--- src/rtl/mid_side_soft_knee_compressor_defines.svh ---
// Assertion macros for the mid/side soft-knee compressor.
// Included by the top level; no other dependencies.
`ifndef MID_SIDE_SOFT_KNEE_COMPRESSOR_DEFINES_SVH
`define MID_SIDE_SOFT_KNEE_COMPRESSOR_DEFINES_SVH
`ifndef SYNTH
`define MSC_ASSERT_IMPLY(lbl, clk, rst, pre, post) \
  lbl: assert property (@(posedge clk) disable iff (rst) (pre) |-> (post)) \
    else $error("assertion failed");
`define MSC_ASSERT_NEXT(lbl, clk, rst, pre, post) \
  lbl: assert property (@(posedge clk) disable iff (rst) (pre) |=> (post)) \
    else $error("assertion failed");
`else
`define MSC_ASSERT_IMPLY(lbl, clk, rst, pre, post)
`define MSC_ASSERT_NEXT(lbl, clk, rst, pre, post)
`endif
`endif

--- src/rtl/msc_pkg.sv ---
// Shared types, constants and constant tables of the compressor.
// No dependencies.
package msc_pkg;

  localparam int SAMPLE_WIDTH = 16;
  localparam int ENV_W = 24;
  localparam int ENV_SH = 23 - SAMPLE_WIDTH;

  localparam logic [2:0] REG_THRESHOLD = 3'd0;
  localparam logic [2:0] REG_SLOPE = 3'd1;
  localparam logic [2:0] REG_KNEE_WIDTH = 3'd2;
  localparam logic [2:0] REG_KNEE_SCALE = 3'd3;
  localparam logic [2:0] REG_ATTACK = 3'd4;
  localparam logic [2:0] REG_RELEASE = 3'd5;

  localparam logic [31:0] LOG_K = 32'd394566;
  localparam logic [31:0] EXP_K = 32'd2786635;
  localparam logic signed [15:0] GAIN_MIN = -16'sd30720;
  localparam logic signed [15:0] LEVEL_MIN = -16'sd32768;

  typedef struct packed {
    logic signed [15:0] threshold_db;
    logic [15:0] comp_slope;
    logic [12:0] knee_width_db;
    logic [15:0] knee_scale;
    logic [15:0] attack_coeff;
    logic [15:0] release_coeff;
  } cfg_t;

  typedef struct packed {
    logic idle;
    logic done;
  } core_stat_t;

  function automatic logic [63:0] isqrt64(input logic [63:0] v_in);
    logic [63:0] v;
    logic [63:0] r;
    logic [63:0] b;
    v = v_in;
    r = 64'd0;
    b = 64'h4000_0000_0000_0000;
    for (int k = 0; k < 32; k++) begin
      if (b > v) b = b >> 2;
    end
    for (int k = 0; k < 32; k++) begin
      if (b != 64'd0) begin
        if (v >= r + b) begin
          v = v - (r + b);
          r = (r >> 1) + b;
        end else begin
          r = r >> 1;
        end
        b = b >> 2;
      end
    end
    return r;
  endfunction

  function automatic logic [29:0] exp_c(input int idx);
    logic [63:0] c;
    c = isqrt64(64'd1 << 59);
    for (int k = 0; k < 16; k++) begin
      if (k < idx) c = isqrt64(c << 30);
    end
    return c[29:0];
  endfunction

  localparam logic [29:0] EXP_C [16] = '{
    exp_c(0), exp_c(1), exp_c(2), exp_c(3), exp_c(4), exp_c(5), exp_c(6), exp_c(7),
    exp_c(8), exp_c(9), exp_c(10), exp_c(11), exp_c(12), exp_c(13), exp_c(14), exp_c(15)
  };

endpackage

--- src/rtl/msc_cfg.sv ---
// Configuration register file of the compressor.
// Depends on msc_pkg.
module msc_cfg (
  input  logic clk,
  input  logic rst,
  input  logic cfg_valid,
  output logic cfg_ready,
  input  logic [2:0] cfg_index,
  input  logic [15:0] cfg_data,
  output msc_pkg::cfg_t cfg
);

  assign cfg_ready = 1'b1;

  always_ff @(posedge clk) begin
    if (rst) begin
      cfg.threshold_db <= -16'sd5120;
      cfg.comp_slope <= 16'd32768;
      cfg.knee_width_db <= 13'd0;
      cfg.knee_scale <= 16'd0;
      cfg.attack_coeff <= 16'd64881;
      cfg.release_coeff <= 16'd65472;
    end else if (cfg_valid && cfg_ready) begin
      unique case (cfg_index)
        msc_pkg::REG_THRESHOLD: cfg.threshold_db <= $signed(cfg_data);
        msc_pkg::REG_SLOPE: cfg.comp_slope <= cfg_data;
        msc_pkg::REG_KNEE_WIDTH: cfg.knee_width_db <= cfg_data[12:0];
        msc_pkg::REG_KNEE_SCALE: cfg.knee_scale <= cfg_data;
        msc_pkg::REG_ATTACK: cfg.attack_coeff <= cfg_data;
        msc_pkg::REG_RELEASE: cfg.release_coeff <= cfg_data;
        default: begin
        end
      endcase
    end
  end

endmodule

--- config.mk ---
export PLATFORM = sky130hd
export DESIGN_NAME = msc_cfg
export DESIGN_NICKNAME = d
export VERILOG_FILES = /design/src/rtl/mid_side_soft_knee_compressor_defines.svh /design/src/rtl/msc_pkg.sv /design/src/rtl/msc_cfg.sv
export SDC_FILE = /design/constraint.sdc
export NUM_CORES = 1
export LEC_CHECK = 0
export CELL_PAD_IN_SITES_DETAIL_PLACEMENT = 1
export CELL_PAD_IN_SITES_GLOBAL_PLACEMENT = 2
export CORE_MARGIN = 2
export CORE_UTILIZATION = 41
export CTS_CLUSTER_DIAMETER = 100
export DETAILED_ROUTE_END_ITERATION = 8
export DONT_BUFFER_PORTS = 1
export PLACE_DENSITY_LB_ADDON = 0.1
export SYNTH_ARGS = -nofsm -noshare
export SYNTH_HDL_FRONTEND = slang
export SYNTH_SLANG_ARGS = --single-unit
--- constraint.sdc ---
create_clock -name clk -period 4.5 [get_ports clk]
set_clock_uncertainty 0.1 [all_clocks]
set_input_delay 0.675 -clock clk [delete_from_list [all_inputs] [get_ports clk]]
set_output_delay 0.675 -clock clk [all_outputs]
set_load 0.03 [all_outputs]
==> Yosys cells after proc, flatten, opt, wreduce, memory -nomap -nowiden <==
Cells that the tools add are included.
{ "word_totals": {"register_bits": 93, "inputBits": 22, "out_inout_bits": 94, "word_cells": 18} }
{ "op_classes": {"eq_ne": 5, "n_reduce_logical": 7} }
{ "op_table": {"columns": ["operator", "count"], "rows": [
  ["$reduce_and A2 Y1", 6],
  ["$eq A3 B2 Y1 const B", 2],
  ["$eq A3 B3 Y1 const B", 2],
  ["$eq A3 B1 Y1 const B", 1],
  ["$logic_not A3 Y1", 1]
]} }

==> Depth between registers and ports, before layout <==
Gate-level depths: netlist of the first run.
{ "depth": {"depth_word": 2, "mapped_depth": 5, "depth_no_buf": 2} }

==> Worst setup path after synthesis of the first run <==
Ideal clock, no wire load.
{ "synth_path": {"path_kind": "input-to-reg", "startpoint": "in cfg_index[0]", "endpoint": "reg cfg[87] in the netlist's numbering", "setup_ns": 0.123, "path_stages": 5, "path_buffers": 3, "t_arrival_ns": 1.695, "path_slack_ns": 2.582, "cell_sequence": "buf_4 -> or4b_4 -> buf_6 -> buf_12 -> mux2i_1"} }
{ "synth_via": {"elab_chain_len": 2} }
{ "synth_rtl": {"columns": ["item", "line", "text"], "rows": [
  ["start: declaration", "msc_cfg.sv:8", "input logic [2:0] cfg_index,"],
  ["$logic_not A3 Y1", "msc_cfg.sv:24", "unique case (cfg_index)"],
  ["$reduce_and A2 Y1 (no line)", null, null],
  ["end: declaration", "msc_cfg.sv:10", "output msc_pkg::cfg_t cfg"]
]} }
Every way passes these cells.
A chain may end at the register's enable or synchronous reset.

==> Final worst setup path of the first run <==
{ "layout_path": {"startpoint": "in cfg_index[2]", "endpoint": "reg cfg[59] in the netlist's numbering"} }
{ "layout_via": {"elab_chain_len": 2} }
{ "layout_rtl": {"columns": ["item", "line"], "rows": [
  ["$eq A3 B2 Y1", "msc_cfg.sv:24"],
  ["$reduce_and A2 Y1 (no line)", null]
]} }
Every way passes these cells.

==> impl_metrics.csv, run 1 <==
group,metric,value,unit
floorplan,rows,34,
place,dp_hpwl,5.89,mm
synthesis,ys_warn_count,0,
detailed_routing,vias,2273,
detailed_routing,drt_wl_total,8.61,mm
floorplan,dieArea,0.00989,mm²
floorplan,dieHeight,99.5,µm
layout,fin_util,0.446,
setup_path,path_max_fanout,13,
global_routing,grt_max_degree,123,
global_routing,antenna_found_initial,0,
global_routing,track_usage,0.177,
detailed_routing,drc,0,
synthesis,synth_top_family_by_area,"multiplexers",
layout,finalInstanceArea,0.00391,mm²
clock_network,cts_buffers,9,
clock_network,cts_hold_buf,0,
floorplan,start_util,0.426,
setup_path,cp-start-kind,"input port",
sta,fmax,554,MHz
setup_path,max_stage_delay,0.86,ns
sta,slew_viol_final,0,
detailed_routing,ant_nets,0,
synthesis,muxShareOfSynthArea,0.249,
global_routing,gr-total-overflow,0,
global_routing,grt_pass1_vias,2388,
layout,reg_top3,"cfg x93",
setup_path,reg2reg_slack,3.52,ns
floorplan,die_x,99.5,µm
setup_path,path_delay_family,"simple AND/OR/NAND/NOR gates",
synthesis,synth_fa_ha_area_frac,0,
power,peakVddDrop,0.131,mV
sta,grt_setup_unrepaired,"false",
sta,finalSetupViolations,0,
clock_network,cts_buffer_depth,2,
min_path,worstHoldEndpoint,"cfg[47]$_SDFFE_PP0P_",
job,drv_cap,0,
layout,diodes,0,
synthesis,ys_seq_area_frac,0.498,
min_path,whs_path_depth,2,
clock_network,cts.sinks,93,
synthesis,synth_compound_area_frac,0,
setup_path,worstReg2RegEnd,"cfg[49]$_SDFFE_PP0P_",
synthesis,yosys.area_share.xor_xnor,0,
clock_network,cts_tree,"yes",
setup_path,arrival,1.96,ns
setup_path,path_buf_inv,0,
clock_network,clock_latency,0.34,ns
setup_path,r2r_cells,2,
place,place_ws,2.31,ns
sta,maxSlewHeadroom,0.308,
sta,tns,0,ns
place,placed_area,0.00372,mm²
synthesis,syn_avg_cell_area,10.7,µm²
floorplan,core_area,0.00876,mm²
detailed_routing,first_pass_iters,4,
power,p_leak,0.00173,µW
min_path,worstHoldStart,"cfg_data[15]",
layout,regMostFlops,"cfg",
clock_network,post_cts_buffers,0,
setup_path,required,4.65,ns
clock_network,cts_max_level,3,
synthesis,synthSimpleGateAreaFrac,0.208,
global_routing,grt_pass1_wl,13.4,mm
detailed_routing,via_per_inst,5.13,
setup_path,path_cells,"nand4bb_1 -> mux2i_1",
synthesis,syn_area,0.00374,mm²
layout,synthToLayoutAreaGrowth,4.55,%
layout,drive_gt1_frac,0.0567,
min_path,hold_class,"in -> reg",
synthesis,synth_seq_cells,93,
layout,largest_register_ffs,93,
run_status,status,"complete, no violations",
detailed_routing,wl_per_cell,19.4,µm
setup_path,r2r-start,"cfg[49]$_SDFFE_PP0P_",
synthesis,synthCells,348,
clock_network,cts_root_buffer,"clkbuf_8",
synthesis,synth_cell_types,16,
sta,min_period,1.81,ns
sta,timing.final.hold_violations,0,
power,power_density,385,mW/mm²
place,portBuffers,0,
setup_path,worstSetupEndpointType,"flip-flop",
synthesis,syn_nets,370,
clock_network,ctsResizeCount,0,
setup_path,critical_path_class,"in -> reg",
floorplan,io_pins,116,
detailed_routing,drt-initial-drc-count,61,
sta,fin_ws,2.69,ns
setup_path,crit_slowest_cell,"nand4bb_1",
clock_network,path_clk_slew,0.09,ns
layout,num-nets-final,353,
place,place_congestion,0.729,
sta,worstMarginPinSlew,1.03,ns
sta,fin_crit_sh,0.401,
==> cells by family after synthesis <==
kind of cell | after synthesis
flops | 93
simple gates | 132
mux | 93
other cells | 1
buf+inv | 29
==> layout by cell type, fill, tap and decap left out, drive strengths merged <==
| master | count |
|---|---|
| nand2b | 82 |
| mux2i | 93 |
| dfxtp | 93 |
| inv | 1 |
| nand4b | 2 |
| nor4b | 1 |
| or4b | 1 |
| clkinvlp | 3 |
| nor2 | 40 |
| and4bb | 2 |
| and4b | 1 |
| nand4bb | 3 |
| bufinv | 1 |
| conb | 1 |
| clkbuf | 10 |
| buf | 1 |
==> worst max path at each step <==
stage                       from                    to  slack [ns]  depth (start not counted)
floorplan           cfg_index[0]  cfg[87]$_SDFFE_PP1P_        2.58                          5
global placement    cfg_index[2]  cfg[51]$_SDFFE_PP0P_        2.35                          2
detailed placement  cfg_index[2]  cfg[58]$_SDFFE_PP0P_        2.31                          2
CTS                 cfg_index[2]  cfg[49]$_SDFFE_PP0P_        2.66                          2
global route        cfg_index[2]  cfg[59]$_SDFFE_PP0P_        2.54                          2
finish              cfg_index[2]  cfg[59]$_SDFFE_PP0P_        2.69                          2
==> layout make-up <==
type	count	area, µm²
clock inverters	5	61.3
flip-flops and latches	93	1860
repair buffers	1	7.51
clock buffers	10	128
well taps	108	135
fillers	958	4860
multi-input cells	226	1710
==> stage by stage <==
step	cells	hold WS, ns	total power, µW
after floorplan	348	0.496	980
after detailed placement	428	0.516	981
after CTS	443	0.376	1530
after global placement	428	0.509	979
final	443	0.392	1500
after global routing	443	0.387	1570
==> power by group <==
part	total, µW	internal, µW	switching (µW)
Clock	544	256	288
Sequential	890	841	49.3
Combinational	68.2	35.4	32.9
==> layer usage <==
metal	GRT usage	wire, µm
met4	0.0601	112
met1	0.195	3440
met2	0.310	4340
met5	0	0
met3	0.0689	720
==> cell usage after synthesis <==
cell / count / area [µm²]
and4bb_2: 2 / 25.0
buf_2: 11 / 55.1
nand2b_1: 82 / 513
dfxtp_1: 93 / 1860
mux2i_1: 93 / 931
nor2_1: 40 / 150
conb_1: 1 / 3.75
nor4b_2: 1 / 15.0
clkbuf_1: 13 / 48.8
buf_12: 1 / 20.0
nand4b_1: 2 / 17.5
or4b_4: 1 / 13.8
and4b_1: 1 / 10.0
buf_6: 2 / 22.5
buf_4: 2 / 15.0
nand4bb_1: 3 / 33.8
(Power assumes the default switching activity.)
==> inputs of run 2 (changes only) <==
--- a/config.mk
+++ b/config.mk
@@ -8,7 +8,7 @@
 export CELL_PAD_IN_SITES_DETAIL_PLACEMENT = 1
 export CELL_PAD_IN_SITES_GLOBAL_PLACEMENT = 2
 export CORE_MARGIN = 2
-export CORE_UTILIZATION = 41
+export CORE_UTILIZATION = 38
 export CTS_CLUSTER_DIAMETER = 100
 export DETAILED_ROUTE_END_ITERATION = 8
 export DONT_BUFFER_PORTS = 1
==> constraint.sdc (replaced) <==
create_clock -name clk -period 1.8 [get_ports clk]
set_clock_uncertainty 0.1 [all_clocks]
set_input_delay 0.27 -clock clk [delete_from_list [all_inputs] [get_ports clk]]
set_output_delay 0.27 -clock clk [all_outputs]
set_load 0.03 [all_outputs]
==> impl_metrics.csv, run 2 (synthesis results as in run 1) <==
group,metric,value,unit
clock_network,cts.sinks,93,
setup_path,crit_slowest_cell,"dlygate4sd3_1",
floorplan,die_x,103,µm
setup_path,path_delay_family,"buffers and inverters",
setup_path,max_stage_delay,0.56,ns
place,portBuffers,0,
sta,worstMarginPinSlew,0.632,ns
layout,mostFrequentLayoutCells,"mux2i_1, dfxtp_1, nand2b_1",
setup_path,path_buf_inv,1,
place,dp.cells,456,
sta,fin_crit_sh,0.812,
floorplan,core_area,0.00964,mm²
detailed_routing,via_per_inst,4.98,
setup_path,arrival,1.66,ns
clock_network,post_cts_buffers,0,
setup_path,path_cells,"nand2b_1 -> dlygate4sd3_1 -> mux2i_1",
run_status,status,"complete, no violations",
sta,tns,0,ns
sta,maxSlewHeadroom,0.578,
detailed_routing,first_pass_iters,4,
global_routing,gr-total-overflow,0,
global_routing,top_usage_layer,"met2",
layout,fin_cells,489,
clock_network,path_clk_slew,0.09,ns
floorplan,start_util,0.388,
place,dp_hpwl,6.02,mm
layout,n_fill_cell,1078,
clock_network,cts_max_level,3,
layout,fin_util,0.431,
detailed_routing,wl_per_cell,19.8,µm
clock_network,cts_buffer_depth,2,
global_routing,grt_pass1_vias,2452,
layout,regMostFlops,"cfg",
clock_network,cts_tree,"yes",
layout,finalInstanceArea,0.00416,mm²
sta,timing.final.hold_violations,0,
layout,reg_top3,"cfg x93",
place,place_congestion,0.743,
setup_path,cp-start-kind,"flip-flop",
global_routing,use_met2,0.305,
detailed_routing,ant_nets,0,
global_routing,grtUsageMet1,0.218,
sta,finalSetupViolations,0,
power,power_density,938,mW/mm²
global_routing,track_usage,0.184,
layout,drive_gt1_frac,0.0702,
setup_path,path_max_fanout,2,
sta,fmax,684,MHz
clock_network,cts_buffers,9,
clock_network,cts_root_buffer,"clkbuf_8",
setup_path,worstSetupEndpointType,"flip-flop",
layout,num-nets-final,373,
job,drv_cap,0,
floorplan,dieHeight,103,µm
power,p_leak,0.00183,µW
global_routing,grt_pass1_wl,14.3,mm
floorplan,io_pins,116,
sta,grt_setup_unrepaired,"false",
floorplan,dieArea,0.0106,mm²
global_routing,grt_max_degree,89,
clock_network,clock_latency,0.35,ns
global_routing,grt_use_met3,0.0644,
layout,diodes,0,
min_path,hold_class,"in -> reg",
sta,min_period,1.46,ns
setup_path,required,1.99,ns
layout,synthToLayoutAreaGrowth,11.3,%
power,finalPower,3900,µW
detailed_routing,drt-initial-drc-count,46,
detailed_routing,vias,2434,
setup_path,critical_path_class,"reg -> reg",
place,placed_area,0.00377,mm²
sta,slew_viol_final,0,
global_routing,antenna_found_initial,0,
detailed_routing,drt_wl_total,9.68,mm
detailed_routing,drc,0,
floorplan,rows,36,
layout,largest_register_ffs,93,
power,peakVddDrop,0.363,mV
-- run 2: worst reg2reg max path, stage by stage (launching register included) --
cell and delay, ns:
dfxtp_1 0.54, nand2b_1 0.09, dlygate4sd3_1 0.56, mux2i_1 0.11
-- run 2: per-stage QoR --
step / setup WS [ns] / hold slack [ns]
floorplan: 0.287 / 0.322
global placement: 0.458 / 0.326
detailed placement: 0.446 / 0.336
CTS: 0.340 / 0.000293
global route: 0.279 / 0.00930
finish: 0.338 / 0.0226
-- run 2: power by group --
part	internal (µW)	leakage, µW	total (µW)	switching (µW)
registers	2100	0.000754	2230	124
logic	117	0.000979	238	122
clock network	676	0.0000943	1440	761
total	2890	0.00183	3900	1010
-- run 2: repair_timing --
item,in CTS,in global routing
hold buffers,17,0
hold endpoints to repair,83,0
setup endpoints to repair,0,0
gates resized for setup,0,0
-- run 2: final timing paths --
check                        from                   end  slack, ns  depth (start not counted)
max          cfg[67]$_SDFFE_PP0P_  cfg[67]$_SDFFE_PP0P_       0.34                          3
min                           rst  cfg[12]$_SDFFE_PP1P_       0.02                          2
max reg2reg  cfg[67]$_SDFFE_PP0P_  cfg[67]$_SDFFE_PP0P_       0.34                          3
min reg2reg  cfg[69]$_SDFFE_PP0P_  cfg[69]$_SDFFE_PP0P_       0.53                          2
-- run 2: per-layer routing --
layer,vias to the layer above,share of wire
met2,61,0.50
met5,-,0
met4,0,0.014
met1,1217,0.41
li1,1147,-
met3,9,0.076
-- run 2: cell type report --
cell class | instances | area, µm² | share of cell area
timing repair buffer | 21 | 218 | 0.0523
multi-input combinational | 226 | 1710 | 0.412
clock buffer | 10 | 138 | 0.0331
tap | 133 | 166 | 0.0400
sequential | 93 | 1860 | 0.448
clock inverter | 6 | 62.6 | 0.0150
